## src/sv/bsp_pkg.sv

```systemverilog
// Shared types, constants and parse tables of the boolean expression parser.
// Depends on nothing; every other file of the block imports it.
package bsp_pkg;

  // One request as it arrives on the input channel.
  typedef struct packed {
    logic       req_type;
    logic [2:0] token_kind;
    logic       literal_bit;
  } in_item_t;

  // One response as it leaves on the output channel.
  typedef struct packed {
    logic accepted;
    logic result_value;
    logic syntax_error;
    logic stack_overflow;
  } out_item_t;

  // Token classes; every code above the end token is a bad token.
  typedef enum logic [2:0] {
    TOK_LIT   = 3'd0,
    TOK_OR    = 3'd1,
    TOK_AND   = 3'd2,
    TOK_OPEN  = 3'd3,
    TOK_CLOSE = 3'd4,
    TOK_END   = 3'd5,
    TOK_BAD   = 3'd6
  } tok_e;

  // Classified command passed from the front to the back through the queue.
  typedef struct packed {
    logic clear;
    tok_e tok;
    logic lit_bit;
  } cmd_t;

  // Parser action kinds.
  typedef enum logic [1:0] {
    ACT_ERR    = 2'd0,
    ACT_SHIFT  = 2'd1,
    ACT_REDUCE = 2'd2,
    ACT_ACCEPT = 2'd3
  } act_kind_e;

  typedef struct packed {
    act_kind_e  kind;
    logic [3:0] arg;
  } act_t;

  // Nonterminals of the grammar.
  typedef enum logic [1:0] {
    NT_ADD   = 2'd0,
    NT_MULT  = 2'd1,
    NT_VALUE = 2'd2
  } nt_e;

  typedef struct packed {
    logic       ok;
    logic [3:0] state;
  } goto_t;

  // One parse stack entry: parser state and the value bit it carries.
  typedef struct packed {
    logic       val;
    logic [3:0] state;
  } entry_t;

  // Rules whose value is not simply the value on top of the stack.
  localparam logic [2:0] RULE_OR    = 3'd2;
  localparam logic [2:0] RULE_AND   = 3'd4;
  localparam logic [2:0] RULE_PAREN = 3'd5;

  // Depth of the command queue between front and back.
  localparam int QUEUE_DEPTH = 2;

  // Action table of the SLR(1) parser.
  function automatic act_t act_lookup(logic [3:0] st, tok_e tok);
    act_t a;
    a = '{kind: ACT_ERR, arg: 4'd0};
    unique case (st) inside
      4'd0, 4'd4, 4'd6, 4'd7: begin
        if (tok == TOK_LIT) a = '{kind: ACT_SHIFT, arg: 4'd5};
        if (tok == TOK_OPEN) a = '{kind: ACT_SHIFT, arg: 4'd4};
      end
      4'd1: begin
        if (tok == TOK_END) a = '{kind: ACT_ACCEPT, arg: 4'd0};
      end
      4'd2: begin
        if (tok == TOK_OR) a = '{kind: ACT_SHIFT, arg: 4'd6};
        if (tok == TOK_CLOSE || tok == TOK_END) a = '{kind: ACT_REDUCE, arg: 4'd1};
      end
      4'd3: begin
        if (tok == TOK_AND) a = '{kind: ACT_SHIFT, arg: 4'd7};
        if (tok == TOK_OR || tok == TOK_CLOSE || tok == TOK_END) begin
          a = '{kind: ACT_REDUCE, arg: 4'd3};
        end
      end
      4'd5: begin
        if (tok == TOK_OR || tok == TOK_AND || tok == TOK_CLOSE || tok == TOK_END) begin
          a = '{kind: ACT_REDUCE, arg: 4'd6};
        end
      end
      4'd8: begin
        if (tok == TOK_CLOSE) a = '{kind: ACT_SHIFT, arg: 4'd11};
      end
      4'd9: begin
        if (tok == TOK_CLOSE || tok == TOK_END) a = '{kind: ACT_REDUCE, arg: 4'd2};
      end
      4'd10: begin
        if (tok == TOK_OR || tok == TOK_CLOSE || tok == TOK_END) begin
          a = '{kind: ACT_REDUCE, arg: 4'd4};
        end
      end
      4'd11: begin
        if (tok == TOK_OR || tok == TOK_AND || tok == TOK_CLOSE || tok == TOK_END) begin
          a = '{kind: ACT_REDUCE, arg: 4'd5};
        end
      end
      default: a = '{kind: ACT_ERR, arg: 4'd0};
    endcase
    return a;
  endfunction

  // Goto table of the SLR(1) parser.
  function automatic goto_t goto_lookup(logic [3:0] st, nt_e nt);
    goto_t g;
    g = '{ok: 1'b0, state: 4'd0};
    unique case (nt)
      NT_ADD: begin
        if (st == 4'd0) g = '{ok: 1'b1, state: 4'd1};
        if (st == 4'd4) g = '{ok: 1'b1, state: 4'd8};
        if (st == 4'd6) g = '{ok: 1'b1, state: 4'd9};
      end
      NT_MULT: begin
        if (st == 4'd0 || st == 4'd4 || st == 4'd6) g = '{ok: 1'b1, state: 4'd2};
        if (st == 4'd7) g = '{ok: 1'b1, state: 4'd10};
      end
      NT_VALUE: begin
        if (st == 4'd0 || st == 4'd4 || st == 4'd6 || st == 4'd7) begin
          g = '{ok: 1'b1, state: 4'd3};
        end
      end
      default: g = '{ok: 1'b0, state: 4'd0};
    endcase
    return g;
  endfunction

  // Length of the right-hand side of each rule.
  function automatic logic [1:0] rule_len(logic [2:0] rule);
    logic [1:0] n;
    unique case (rule) inside
      3'd0:             n = 2'd2;
      3'd2, 3'd4, 3'd5: n = 2'd3;
      default:          n = 2'd1;
    endcase
    return n;
  endfunction

  // Left-hand nonterminal of each rule.
  function automatic nt_e rule_lhs(logic [2:0] rule);
    nt_e nt;
    unique case (rule) inside
      3'd0, 3'd1, 3'd2: nt = NT_ADD;
      3'd3, 3'd4:       nt = NT_MULT;
      default:          nt = NT_VALUE;
    endcase
    return nt;
  endfunction

endpackage

```

## src/sv/bsp_front.sv

```systemverilog
// Front end of the parser: takes input items and classifies them into commands.
// Depends on bsp_pkg; feeds bsp_queue.
module bsp_front (
  input  logic              in_valid_i,
  output logic              in_ready_o,
  input  bsp_pkg::in_item_t in_item_i,
  input  logic              q_full_i,
  output logic              push_o,
  output bsp_pkg::cmd_t     cmd_o
);
  import bsp_pkg::*;

  // An item is taken whenever the queue has room.
  assign in_ready_o = !q_full_i;
  assign push_o     = in_valid_i && !q_full_i;

  // Classify the token; codes beyond the end token become a bad token.
  always_comb begin
    cmd_o.clear   = in_item_i.req_type;
    cmd_o.lit_bit = in_item_i.literal_bit;
    if (in_item_i.token_kind > 3'(TOK_END)) begin
      cmd_o.tok = TOK_BAD;
    end else begin
      cmd_o.tok = tok_e'(in_item_i.token_kind);
    end
  end

endmodule

```

## src/sv/bsp_queue.sv

```systemverilog
// Short command queue that decouples the front end from the parse engine.
// Depends on bsp_pkg for the command type and the queue depth.
module bsp_queue (
  input  logic          clk_i,
  input  logic          rst_ni,
  input  logic          push_i,
  input  bsp_pkg::cmd_t push_data_i,
  output logic          full_o,
  input  logic          pop_i,
  output bsp_pkg::cmd_t pop_data_o,
  output logic          empty_o
);
  import bsp_pkg::*;

  localparam int PW = (QUEUE_DEPTH > 1) ? $clog2(QUEUE_DEPTH) : 1;
  localparam int CW = $clog2(QUEUE_DEPTH + 1);

  cmd_t          slot_q [QUEUE_DEPTH];
  logic [PW-1:0] wr_ptr_q, rd_ptr_q;
  logic [CW-1:0] count_q;
  logic          do_push, do_pop;

  assign full_o     = count_q == CW'(QUEUE_DEPTH);
  assign empty_o    = count_q == '0;
  assign do_push    = push_i && !full_o;
  assign do_pop     = pop_i && !empty_o;
  assign pop_data_o = slot_q[rd_ptr_q];

  // Storage slots.
  always_ff @(posedge clk_i) begin
    if (do_push) begin
      slot_q[wr_ptr_q] <= push_data_i;
    end
  end

  // Pointers and fill count.
  always_ff @(posedge clk_i or negedge rst_ni) begin
    if (!rst_ni) begin
      wr_ptr_q <= '0;
      rd_ptr_q <= '0;
      count_q  <= '0;
    end else begin
      if (do_push) begin
        wr_ptr_q <= (wr_ptr_q == PW'(QUEUE_DEPTH - 1)) ? '0 : wr_ptr_q + PW'(1);
      end
      if (do_pop) begin
        rd_ptr_q <= (rd_ptr_q == PW'(QUEUE_DEPTH - 1)) ? '0 : rd_ptr_q + PW'(1);
      end
      if (do_push && !do_pop) begin
        count_q <= count_q + CW'(1);
      end else if (do_pop && !do_push) begin
        count_q <= count_q - CW'(1);
      end
    end
  end

endmodule

```

## src/sv/bsp_back.sv

```systemverilog
// Parse engine: runs shifts and chains of reductions on the parse stack memory
// and registers one response per command. Depends on bsp_pkg.
module bsp_back #(
  parameter int STACK_DEPTH = 64
) (
  input  logic               clk_i,
  input  logic               rst_ni,
  input  logic               cmd_valid_i,
  input  bsp_pkg::cmd_t      cmd_i,
  output logic               cmd_pop_o,
  output logic               out_valid_o,
  input  logic               out_ready_i,
  output bsp_pkg::out_item_t out_item_o
);
  import bsp_pkg::*;

  localparam int AW = $clog2(STACK_DEPTH);
  localparam int SW = $clog2(STACK_DEPTH + 1);

  typedef enum logic [1:0] {
    S_IDLE,
    S_ACT,
    S_RED,
    S_RESP
  } state_e;

  state_e        state_q;
  cmd_t          cmd_q;
  entry_t        tos_q;
  logic [SW-1:0] sp_q;
  logic          err_q, ovf_q, last_q, acc_q;
  logic [2:0]    rule_q;
  logic          out_valid_q;
  out_item_t     out_item_q;

  // Stack memory below the top entry, with registered reads.
  entry_t        stack_mem [STACK_DEPTH];
  entry_t        rd_val_q, rd_below_q;

  act_t          act;
  logic [1:0]    act_len, red_len;
  logic          red_ok, stack_full, out_free, resp_fire;
  logic          mem_we, rd_en;
  logic [AW-1:0] addr_val, addr_below;
  logic          red_val;
  goto_t         red_goto;
  logic          shift_val;

  // Decode the current action and the stack addresses a reduction needs.
  always_comb begin
    act        = act_lookup(tos_q.state, cmd_q.tok);
    act_len    = rule_len(act.arg[2:0]);
    red_ok     = sp_q > SW'(act_len);
    stack_full = sp_q == SW'(STACK_DEPTH);
    if (act.arg[2:0] == RULE_PAREN) begin
      addr_val = AW'(sp_q - SW'(2));
    end else begin
      addr_val = AW'(sp_q - SW'(3));
    end
    addr_below = AW'(sp_q - SW'(act_len) - SW'(1));
    mem_we     = (state_q == S_ACT) && (act.kind == ACT_SHIFT) && !stack_full;
    rd_en      = (state_q == S_ACT) && (act.kind == ACT_REDUCE) && red_ok;
    shift_val  = (cmd_q.tok == TOK_LIT) ? cmd_q.lit_bit : 1'b0;
  end

  // Finish a reduction once the read data is back.
  always_comb begin
    red_len  = rule_len(rule_q);
    red_goto = goto_lookup(rd_below_q.state, rule_lhs(rule_q));
    case (rule_q)
      RULE_OR:    red_val = tos_q.val | rd_val_q.val;
      RULE_AND:   red_val = tos_q.val & rd_val_q.val;
      RULE_PAREN: red_val = rd_val_q.val;
      default:    red_val = tos_q.val;
    endcase
  end

  assign out_free    = !out_valid_q || out_ready_i;
  assign resp_fire   = (state_q == S_RESP) && out_free;
  assign cmd_pop_o   = (state_q == S_IDLE) && cmd_valid_i;
  assign out_valid_o = out_valid_q;
  assign out_item_o  = out_item_q;

  // The old top entry moves into memory on a shift; reductions read two entries.
  always_ff @(posedge clk_i) begin
    if (mem_we) begin
      stack_mem[AW'(sp_q - SW'(1))] <= tos_q;
    end
    if (rd_en) begin
      rd_val_q   <= stack_mem[addr_val];
      rd_below_q <= stack_mem[addr_below];
    end
  end

  // Sequencer, parser registers and the output register.
  always_ff @(posedge clk_i or negedge rst_ni) begin
    if (!rst_ni) begin
      state_q     <= S_IDLE;
      cmd_q       <= '{clear: 1'b0, tok: TOK_BAD, lit_bit: 1'b0};
      tos_q       <= '0;
      sp_q        <= SW'(1);
      err_q       <= 1'b0;
      ovf_q       <= 1'b0;
      last_q      <= 1'b0;
      acc_q       <= 1'b0;
      rule_q      <= '0;
      out_valid_q <= 1'b0;
      out_item_q  <= '0;
    end else begin
      // Load a new response, or drop the one the receiver has just taken.
      if (resp_fire) begin
        out_valid_q <= 1'b1;
        out_item_q  <= '{accepted: acc_q, result_value: last_q,
                         syntax_error: err_q, stack_overflow: ovf_q};
      end else if (out_ready_i) begin
        out_valid_q <= 1'b0;
      end
      unique case (state_q)
        S_IDLE: begin
          if (cmd_valid_i) begin
            cmd_q <= cmd_i;
            acc_q <= 1'b0;
            if (cmd_i.clear) begin
              tos_q   <= '0;
              sp_q    <= SW'(1);
              err_q   <= 1'b0;
              ovf_q   <= 1'b0;
              last_q  <= 1'b0;
              state_q <= S_RESP;
            end else if (err_q || ovf_q) begin
              state_q <= S_RESP;
            end else begin
              state_q <= S_ACT;
            end
          end
        end
        S_ACT: begin
          unique case (act.kind)
            ACT_ACCEPT: begin
              last_q  <= tos_q.val;
              acc_q   <= 1'b1;
              state_q <= S_RESP;
            end
            ACT_SHIFT: begin
              if (stack_full) begin
                ovf_q <= 1'b1;
              end else begin
                tos_q <= '{val: shift_val, state: act.arg};
                sp_q  <= sp_q + SW'(1);
              end
              state_q <= S_RESP;
            end
            ACT_REDUCE: begin
              if (red_ok) begin
                rule_q  <= act.arg[2:0];
                state_q <= S_RED;
              end else begin
                err_q   <= 1'b1;
                state_q <= S_RESP;
              end
            end
            default: begin
              err_q   <= 1'b1;
              state_q <= S_RESP;
            end
          endcase
        end
        S_RED: begin
          if (red_goto.ok) begin
            tos_q   <= '{val: red_val, state: red_goto.state};
            sp_q    <= sp_q - SW'(red_len) + SW'(1);
            state_q <= S_ACT;
          end else begin
            err_q   <= 1'b1;
            state_q <= S_RESP;
          end
        end
        S_RESP: begin
          if (out_free) begin
            state_q <= S_IDLE;
          end
        end
        default: state_q <= S_IDLE;
      endcase
    end
  end

endmodule

```

## src/sv/boolean_expression_slr_parser.sv

```systemverilog
// Boolean expression SLR(1) parser: one token item in, one response item out.
// Instantiates bsp_front, bsp_queue and bsp_back; depends on bsp_pkg.
//
// Each item passes through the parse engine from idle to action decode and then
// to the response state; every reduction the token sets off adds a pass through
// the reduce state and back to action decode, as the parse stack memory is read
// through a register before a reduction can finish. A clear request or a token
// on a stopped parser goes from idle straight to the response state, which waits
// while the output register holds a response not yet taken. A two-entry command
// queue lets the input side keep accepting items while it has room, also while
// the engine works or a response waits.
// The parse stack needs no clearing after reset.
module boolean_expression_slr_parser #(
  parameter int STACK_DEPTH = 64
) (
  input  logic               clk_i,
  input  logic               rst_ni,
  input  logic               in_valid_i,
  output logic               in_ready_o,
  input  bsp_pkg::in_item_t  in_item_i,
  output logic               out_valid_o,
  input  logic               out_ready_i,
  output bsp_pkg::out_item_t out_item_o
);
  import bsp_pkg::*;

  logic q_full, q_empty, q_push, q_pop;
  cmd_t push_cmd, pop_cmd;

  // Input handshake and token classification.
  bsp_front u_front (
    .in_valid_i (in_valid_i),
    .in_ready_o (in_ready_o),
    .in_item_i  (in_item_i),
    .q_full_i   (q_full),
    .push_o     (q_push),
    .cmd_o      (push_cmd)
  );

  // Command queue between the two halves.
  bsp_queue u_queue (
    .clk_i       (clk_i),
    .rst_ni      (rst_ni),
    .push_i      (q_push),
    .push_data_i (push_cmd),
    .full_o      (q_full),
    .pop_i       (q_pop),
    .pop_data_o  (pop_cmd),
    .empty_o     (q_empty)
  );

  // Parse engine with its stack and the output register.
  bsp_back #(
    .STACK_DEPTH (STACK_DEPTH)
  ) u_back (
    .clk_i       (clk_i),
    .rst_ni      (rst_ni),
    .cmd_valid_i (!q_empty),
    .cmd_i       (pop_cmd),
    .cmd_pop_o   (q_pop),
    .out_valid_o (out_valid_o),
    .out_ready_i (out_ready_i),
    .out_item_o  (out_item_o)
  );

endmodule
```

## config.mk

```make
export PLATFORM = sky130hd
export DESIGN_NAME = boolean_expression_slr_parser
export DESIGN_NICKNAME = d
export VERILOG_FILES = /design/src/sv/bsp_pkg.sv /design/src/sv/bsp_front.sv /design/src/sv/bsp_queue.sv /design/src/sv/bsp_back.sv /design/src/sv/boolean_expression_slr_parser.sv
export SDC_FILE = /design/constraint.sdc
export NUM_CORES = 1
export LEC_CHECK = 0
export BUFFER_PORTS_ARGS = -buffer_cell sky130_fd_sc_hd__buf_2
export CORE_UTILIZATION = 50
export DETAILED_ROUTE_END_ITERATION = 10
export PLACE_DENSITY = 0.7
export SYNTH_ARGS = -nofsm -noshare
export SYNTH_HDL_FRONTEND = slang
export SYNTH_SLANG_ARGS = --single-unit
```

## constraint.sdc

```tcl
create_clock -name clk_i -period 6.98 [get_ports clk_i]
set_clock_uncertainty 0.05 [all_clocks]
set_input_delay 1.047 -clock clk_i [delete_from_list [all_inputs] [get_ports clk_i]]
set_output_delay 1.047 -clock clk_i [all_outputs]
set_load 0.01 [all_outputs]
```

# After elaboration in Yosys (flattened, before gate mapping)
# Memories as Yosys holds them, arrays and structs flattened. A register that Yosys moved wholly into a read port is not among the register bits.
# Index checks and enable logic that the tools add are counted.
[word_totals]
regBits = 34
ram_bits = 330
inputBits = 9
out_inout_bits = 6
word_cells = 213
memories = 2
[op_classes]
add_sub_neg = 12
magnitude_cmp = 2
eq_ne = 49
n_mux = 71
n_bitwise = 3
reduce_logical = 55
[memory_table]
columns = ["memory", "depth", "word_bits", "rd", "rd_clocked_by_memory_dff", "write_ports", "line_no", "text"]
rows = [
  ["u_back.stack_mem", 64, 5, 2, 2, 1, "bsp_back.sv:37", "entry_t stack_mem [STACK_DEPTH];"],
  ["u_queue.slot_q", 2, 5, 1, 0, 1, "bsp_queue.sv:18", "cmd_t slot_q [QUEUE_DEPTH];"],
]
[ops]
columns = ["cell", "n"]
rows = [
  ["two-way mux 5 bit", 15],
  ["two-way mux 6 bit", 9],
  ["case mux 6 bit (9 select lines)", 1],
  ["two-way mux 7 bit", 5],
  ["case mux 5 bit (3 select lines)", 2],
  ["equality test 4 x 3 -> 1 bit, second input constant", 7],
  ["case mux 7 bit (3 select lines)", 1],
  ["two-way mux 1 bit", 19],
  ["equality test 3 bit, second input constant", 6],
  ["equality test 4 bit, second input constant", 4],
  ["two-way mux 2 bit", 8],
  ["equality test 3 x 2 -> 1 bit, second input constant", 5],
  ["adder 7 x 1 -> 7 bit, second input constant", 2],
  ["equality test 2 bit, second input constant", 6],
  ["inequality test 2 bit, second input constant", 6],
  ["case mux 2 bit (2 select lines)", 3],
  ["AND reduction 6 bit", 2],
  ["subtractor 6 x 1 -> 6 bit, second input constant", 2],
  ["subtractor 6 x 2 -> 6 bit, second input constant", 2],
  ["logical AND 1 bit", 11],
  ["logical OR 1 bit", 11],
  ["logical NOT 3 bit", 3],
  ["OR reduction 3 bit", 3],
  ["equality test 4 x 2 -> 1 bit, second input constant", 2],
  ["other kinds (33)", 57],
]

# Logic depth before layout (Yosys ltp)
[logic_depth]
word_depth = 13
mapped_depth = 17
ltp_nobuf = 14

# Hierarchy
# From an unflattened synthesis, not the netlist that was laid out.
[hier_totals]
cells_unflattened = 1079
hier_area_um2 = 16937.5
[modules_own_cells]
columns = ["module", "n_inst", "cells_per_inst", "area_each_um2", "seq_area_each_um2"]
rows = [
  ["bsp_back", 1, 1036, 16333.2, 10513.8],
  ["bsp_queue", 1, 35, 560.5, 400.4],
  ["bsp_front", 1, 7, 40.0, 0.0],
  ["boolean_expression_slr_parser", 1, 1, 3.8, 0.0],
]

# Worst setup path after synthesis
# OpenSTA, ideal clock, no wires.
[synth_timing]
path_kind = "register to register"
startpoint = "reg u_back.tos_q[2] in the netlist's numbering"
endpoint = "reg u_back.rd_below_q[0] (netlist name)"
setup_time_ps = 272
arrival_ps = 5270
required_ps = 6658
slack_ps = 1388
stages_incl_launch_ff = 13
n_path_buf = 2
period_less_slack_ps = 5592
path_cell_list = "dfrtp_1 -> buf_2 -> nand3b_1 -> a21oi_1 -> a211o_2 -> or2_2 -> nor3_1 -> nor2_1 -> fa_1 -> xnor2_1 -> clkbuf_1 -> mux4_2 -> mux4_2"
[synth_via]
elab_chain_len = 8
elab_cells_between_ends = 26
cone_classes = "add/sub (2); order compare (1); eq/ne (15); mux (2); reduce/logical (6)"
[synth_rtl]
columns = ["element", "line_no", "text"]
rows = [
  ["start, declared", "bsp_back.sv:29", "entry_t tos_q;"],
  ["start signal, assigned", "bsp_back.sv:148", "tos_q <= '{val: shift_val, state: act.arg};"],
  ["start signal, assigned", "bsp_back.sv:170", "tos_q <= '{val: red_val, state: red_goto.state};"],
  ["equality test 4 x 3 -> 1 bit / logical NOT 4 bit (equally long branches)", "bsp_back.sv:51", "act = act_lookup(tos_q.state, cmd_q.tok);"],
  ["OR reduction 4 bit", "bsp_pkg.sv:81", "unique case (st) inside"],
  ["case mux 6 bit (9 select lines) (*)", "bsp_pkg.sv:81", ""],
  ["equality test 3 bit / equality test 3 x 2 -> 1 bit (equally long branches)", "bsp_back.sv:52", "act_len = rule_len(act.arg[2:0]);"],
  ["OR reduction 3 bit", "bsp_pkg.sv:152", "unique case (rule) inside"],
  ["case mux 2 bit (2 select lines)", "bsp_pkg.sv:152", ""],
  ["subtractor 6 x 2 -> 6 bit / greater-than comparator 7 x 2 -> 1 bit (equally long branches)", "bsp_back.sv:60, bsp_back.sv:53", ""],
  ["subtractor 6 x 1 -> 6 bit / logical AND 1 bit (equally long branches)", "bsp_back.sv:60, bsp_back.sv:62", ""],
]
# Mark *: on every way between the ends. The rest lies on a longest branch, timed or not.
# A chain may end at the register's enable or synchronous reset.

# Worst setup path in the final report
[layout_timing]
startpoint = "reg u_back.tos_q[1] in the netlist's numbering"
endpoint = "reg u_back.rd_below_q[1] (netlist name)"
[layout_via]
elab_chain_len = 8
elab_cells_between_ends = 26
cone_classes = "add/sub (2); order compare (1); eq/ne (15); mux (2); reduce/logical (6)"
[layout_rtl]
columns = ["element", "line_no"]
rows = [
  ["equality test 4 x 3 -> 1 bit / logical NOT 4 bit (equally long branches)", "bsp_back.sv:51"],
  ["OR reduction 4 bit", "bsp_pkg.sv:81"],
  ["case mux 6 bit (9 select lines) (*)", "bsp_pkg.sv:81"],
  ["equality test 3 bit / equality test 3 x 2 -> 1 bit (equally long branches)", "bsp_back.sv:52"],
  ["OR reduction 3 bit", "bsp_pkg.sv:152"],
  ["case mux 2 bit (2 select lines)", "bsp_pkg.sv:152"],
  ["subtractor 6 x 2 -> 6 bit / greater-than comparator 7 x 2 -> 1 bit (equally long branches)", "bsp_back.sv:60, bsp_back.sv:53"],
  ["subtractor 6 x 1 -> 6 bit / logical AND 1 bit (equally long branches)", "bsp_back.sv:60, bsp_back.sv:62"],
]
# Marks and branches as above.

==> impl_metrics.prom <==
# TYPE chip_impl_metric gauge
chip_impl_metric{name="postSynthRegisterBits",unit=""} 369
chip_impl_metric{name="synth_top_cell_area_share",unit="%"} 61.4
chip_impl_metric{name="postPlaceCellArea",unit="mm^2"} 0.0169
chip_impl_metric{name="cts_hold_buffers",unit=""} 0
chip_impl_metric{name="max_cap_check_violation_count",unit=""} 0
chip_impl_info{name="cts_tree",value="done"} 1
chip_impl_metric{name="drt_antenna_net_count",unit=""} 0
chip_impl_metric{name="final-instance-count-excl-fill",unit=""} 1493
chip_impl_metric{name="post-route-period-util",unit="%"} 83.5
chip_impl_metric{name="detail_route.iter0.violations",unit=""} 959
chip_impl_metric{name="drt-vias-per-instance",unit=""} 6.16
chip_impl_metric{name="design.portCount",unit=""} 15
chip_impl_info{name="crit_path_frequent_cell",value="sky130_fd_sc_hd__mux4_2"} 1
chip_impl_metric{name="cts_htree_levels",unit=""} 2
chip_impl_info{name="unrepaired_setup_endpoints_after_global_routing",value="false"} 1
chip_impl_metric{name="layout.area.seq",unit="mm^2"} 0.0109
chip_impl_metric{name="grt-ovfl-total",unit=""} 0
chip_impl_metric{name="fin_crit",unit="ns"} 5.83
chip_impl_metric{name="fill_cells",unit=""} 2479
chip_impl_metric{name="cts_sink_count",unit=""} 369
chip_impl_metric{name="grt_start_max_net_pins",unit=""} 77
chip_impl_metric{name="hpwlAfterDp",unit="um"} 24100
chip_impl_info{name="status",value="completed"} 1
chip_impl_metric{name="floorplan.core_area",unit="mm^2"} 0.0319
chip_impl_metric{name="start_util",unit="%"} 51.4
chip_impl_metric{name="wire_length_of_the_first_global_routing_pass",unit="um"} 57100
chip_impl_metric{name="fmax",unit="GHz"} 0.172
chip_impl_metric{name="data_arrival_time_of_the_critical_path",unit="ns"} 6.05
chip_impl_metric{name="number_of_buffers_created_by_cts",unit=""} 38
chip_impl_info{name="cpMaxStageDelayCell",value="sky130_fd_sc_hd__dfrtp_2"} 1
chip_impl_metric{name="drtPass1Iterations",unit=""} 5
chip_impl_metric{name="die-width",unit="um"} 183
chip_impl_metric{name="synth-edff-count",unit=""} 335
chip_impl_metric{name="multiInputGateArea",unit="mm^2"} 0.00521
chip_impl_metric{name="utilization",unit="%"} 57.1
chip_impl_metric{name="async_flop_share",unit="%"} 9.21
chip_impl_metric{name="mappedNetlistNets",unit=""} 1054
chip_impl_metric{name="post_cts_buffers",unit=""} 0
chip_impl_metric{name="cp_max_fo",unit=""} 76
chip_impl_metric{name="total_number_of_vias",unit=""} 9192
chip_impl_metric{name="syn2layout_area_growth",unit="%"} 11.2
chip_impl_metric{name="route.final.wire_length",unit="um"} 37300
chip_impl_metric{name="cp_num_buf_inv",unit=""} 1
chip_impl_metric{name="worstPathRequired",unit="ns"} 7.20
chip_impl_metric{name="clock_pin_slew_on_the_worst_setup_and_hold_paths",unit="ns"} 0.06
chip_impl_metric{name="place.gp.congestion",unit=""} 0.905
chip_impl_info{name="hold_path.class",value="flip-flop to flip-flop"} 1
chip_impl_metric{name="final_non_filler_cell_area",unit="mm^2"} 0.0182
chip_impl_metric{name="synthesis.yosys.warnings",unit=""} 0
chip_impl_metric{name="clock_latency",unit="ns"} 0.55
chip_impl_metric{name="yosysSeqAreaShare",unit="%"} 66.6
chip_impl_info{name="yosys-top-cells-area",value="sky130_fd_sc_hd__edfxtp_1, sky130_fd_sc_hd__mux4_2, sky130_fd_sc_hd__dfrtp_1"} 1
chip_impl_metric{name="antenna_violations_before_repair",unit=""} 0
chip_impl_metric{name="worstMarginPinSlew",unit="ns"} 1.22
chip_impl_metric{name="netlist_area_pre_place",unit="mm^2"} 0.0164
chip_impl_info{name="synth_largest_area_cell",value="sky130_fd_sc_hd__edfxtp_1"} 1
chip_impl_metric{name="critPathMaxStageDelay",unit="ns"} 1.15
chip_impl_metric{name="via_count_of_the_first_global_routing_pass",unit=""} 9307
chip_impl_metric{name="finalSetupTns",unit="ns"} 0
chip_impl_metric{name="final-setup-viol-count",unit=""} 0
chip_impl_info{name="crit_path_start_kind",value="flip-flop"} 1
chip_impl_info{name="yosysMostFrequentCell",value="sky130_fd_sc_hd__edfxtp_1"} 1
chip_impl_info{name="cts_root_buffer",value="sky130_fd_sc_hd__clkbuf_16"} 1
chip_impl_metric{name="post_synth_num_cell_types",unit=""} 81
chip_impl_metric{name="timing_hold_violations_final",unit=""} 0
chip_impl_metric{name="synthCells",unit=""} 1013
chip_impl_metric{name="antenna_cells_inserted",unit=""} 0
chip_impl_metric{name="die_h",unit="um"} 183
chip_impl_metric{name="dieArea",unit="mm^2"} 0.0335
chip_impl_metric{name="numPlacedInstances",unit=""} 1424
chip_impl_metric{name="maxSlewHeadroom",unit="%"} 18.9
chip_impl_info{name="critical_path.top_delay_family",value="multiplexers"} 1
chip_impl_metric{name="final_net_count",unit=""} 1070
chip_impl_metric{name="routed_wire_length_per_instance",unit="um"} 25.0
chip_impl_metric{name="placementRows",unit=""} 65
chip_impl_metric{name="detail_route.drc_violations",unit=""} 0
chip_impl_metric{name="slew_violations",unit=""} 0
chip_impl_info{name="synth_common_cells",value="sky130_fd_sc_hd__edfxtp_1, sky130_fd_sc_hd__nor2_1, sky130_fd_sc_hd__mux4_2"} 1
chip_impl_metric{name="drive_gt1_share",unit="%"} 19.6
chip_impl_metric{name="cts-resized-gates",unit=""} 0
chip_impl_info{name="worstSetupEndpointType",value="flip-flop"} 1
chip_impl_metric{name="maximum_root_to_sink_buffer_count",unit=""} 3
chip_impl_info{name="crit_type",value="flip-flop to flip-flop"} 1
chip_impl_metric{name="syn_area_per_cell",unit="um^2"} 16.2
chip_impl_metric{name="portBuffers",unit=""} 14
chip_impl_info{name="yosys_most_used_dff",value="sky130_fd_sc_hd__edfxtp_1"} 1
chip_impl_metric{name="grtUsageTotal",unit="%"} 23.3
chip_impl_info{name="crit_chain",value="or4b_1 -> nor3_2 -> a211o_2 -> or2_2 -> nor3_1 -> nand2_1 -> ha_4 -> buf_4 -> mux4_2 -> mux4_2 -> mux4_2"} 1
## state kept, by name, indices dropped and copies added (netlist names), 2 cells and up
register,flops
u_back.cmd_q,4
u_back.rd_below_q,4
u_back.out_item_o,4
u_queue.count_q,2
u_back.sp_q,7
u_back.rule_q,3
u_queue.slot_q,10
u_back.state_q,2
u_back.stack_mem,320
u_back.tos_q,5
## worst min-delay path, delay by kind of cell (launching register included)
kind / cells / cell delay (ns)
compound gates: 1 / 0.06
flops: 1 / 0.33
simple gates: 1 / 0.05
## cells by family after synthesis
family / after synthesis / synth area share (%)
AO/OA/AOI/OAI: 132 / 5.44
adder cells (fa/ha/maj): 32 / 2.53
XOR/XNOR: 31 / 1.75
flip-flops: 369 / 66.6
AND/OR/NAND/NOR: 247 / 7.07
multiplexers: 127 / 14.7
buffers and inverters: 75 / 1.86
## path summary, 6_finish.rpt
kind	cells past startpoint	startpoint	slack (ns)	end
worst max-delay path	11	u_back.tos_q[1]$_DFFE_PN0P_	1.15	u_back.rd_below_q[1]$_DFFE_PP_
min in group asynchronous	1	rst_ni	0.54	u_back.sp_q[4]$_DFFE_PN0P_
max in group asynchronous	1	rst_ni	5.79	u_back.tos_q[0]$_DFFE_PN0P_
worst max register to register	11	u_back.tos_q[1]$_DFFE_PN0P_	1.15	u_back.rd_below_q[1]$_DFFE_PP_
worst min-delay path	2	u_back.out_item_o[2]$_DFFE_PN0P_	0.42	u_back.out_item_o[2]$_DFFE_PN0P_
worst min register to register	2	u_back.out_item_o[2]$_DFFE_PN0P_	0.42	u_back.out_item_o[2]$_DFFE_PN0P_
## layout by cell type, fill, tap and decap left out, types with 5 or more instances in the layout
master and instances:
sky130_fd_sc_hd__a32oi_1 5, sky130_fd_sc_hd__mux2_2 5, sky130_fd_sc_hd__nand3_1 18, sky130_fd_sc_hd__clkbuf_1 6, sky130_fd_sc_hd__o22ai_1 8, sky130_fd_sc_hd__xnor2_1 20
sky130_fd_sc_hd__nand4_1 5, sky130_fd_sc_hd__a31oi_1 8, sky130_fd_sc_hd__xor2_1 7, sky130_fd_sc_hd__buf_4 8, sky130_fd_sc_hd__mux4_2 91, sky130_fd_sc_hd__dfrtp_2 5
sky130_fd_sc_hd__dfrtp_1 26, sky130_fd_sc_hd__clkinv_2 6, sky130_fd_sc_hd__bufinv_16 5, sky130_fd_sc_hd__nand2b_1 9, sky130_fd_sc_hd__and3_1 6, sky130_fd_sc_hd__nor2b_1 6
sky130_fd_sc_hd__nand2_1 57, sky130_fd_sc_hd__mux2i_1 30, sky130_fd_sc_hd__edfxtp_1 335, sky130_fd_sc_hd__nor4_1 5, sky130_fd_sc_hd__a211oi_1 7, sky130_fd_sc_hd__nor2_1 105
sky130_fd_sc_hd__inv_1 28, sky130_fd_sc_hd__o21ai_0 34, sky130_fd_sc_hd__a21oi_1 24, sky130_fd_sc_hd__ha_1 29, sky130_fd_sc_hd__clkbuf_16 38, sky130_fd_sc_hd__nor3_1 7
sky130_fd_sc_hd__buf_2 14
## layer usage
metal	vias up	routed length, um	GRT usage, %
met5	-	0	0
met2	428	17900	36.9
li1	4023	-	-
met1	4677	15400	32.9
met4	0	1010	7.87
met3	64	3010	3.91
## area by class of cell
| cell class | instances | share of cell area (%) |
|---|---|---|
| inverters | 29 | 0.597 |
| multi-input cells | 569 | 28.6 |
| well taps | 435 | 2.99 |
| repair buffers | 22 | 0.714 |
| clock buffers | 47 | 5.57 |
| flip-flops and latches | 369 | 59.9 |
| clock inverters | 22 | 1.59 |
## stage by stage
step	hold slack [ns]	setup WS, ns
after CTS	0.427	1.07
after floorplan	0.392	1.39
after global routing	0.450	0.750
after global placement	0.409	1.20
after detailed placement	0.414	1.07
final	0.421	1.15
Power is left out: the tool's default activity adds up to more than one toggle a clock period on the data nets, which glitch-free logic cannot reach.
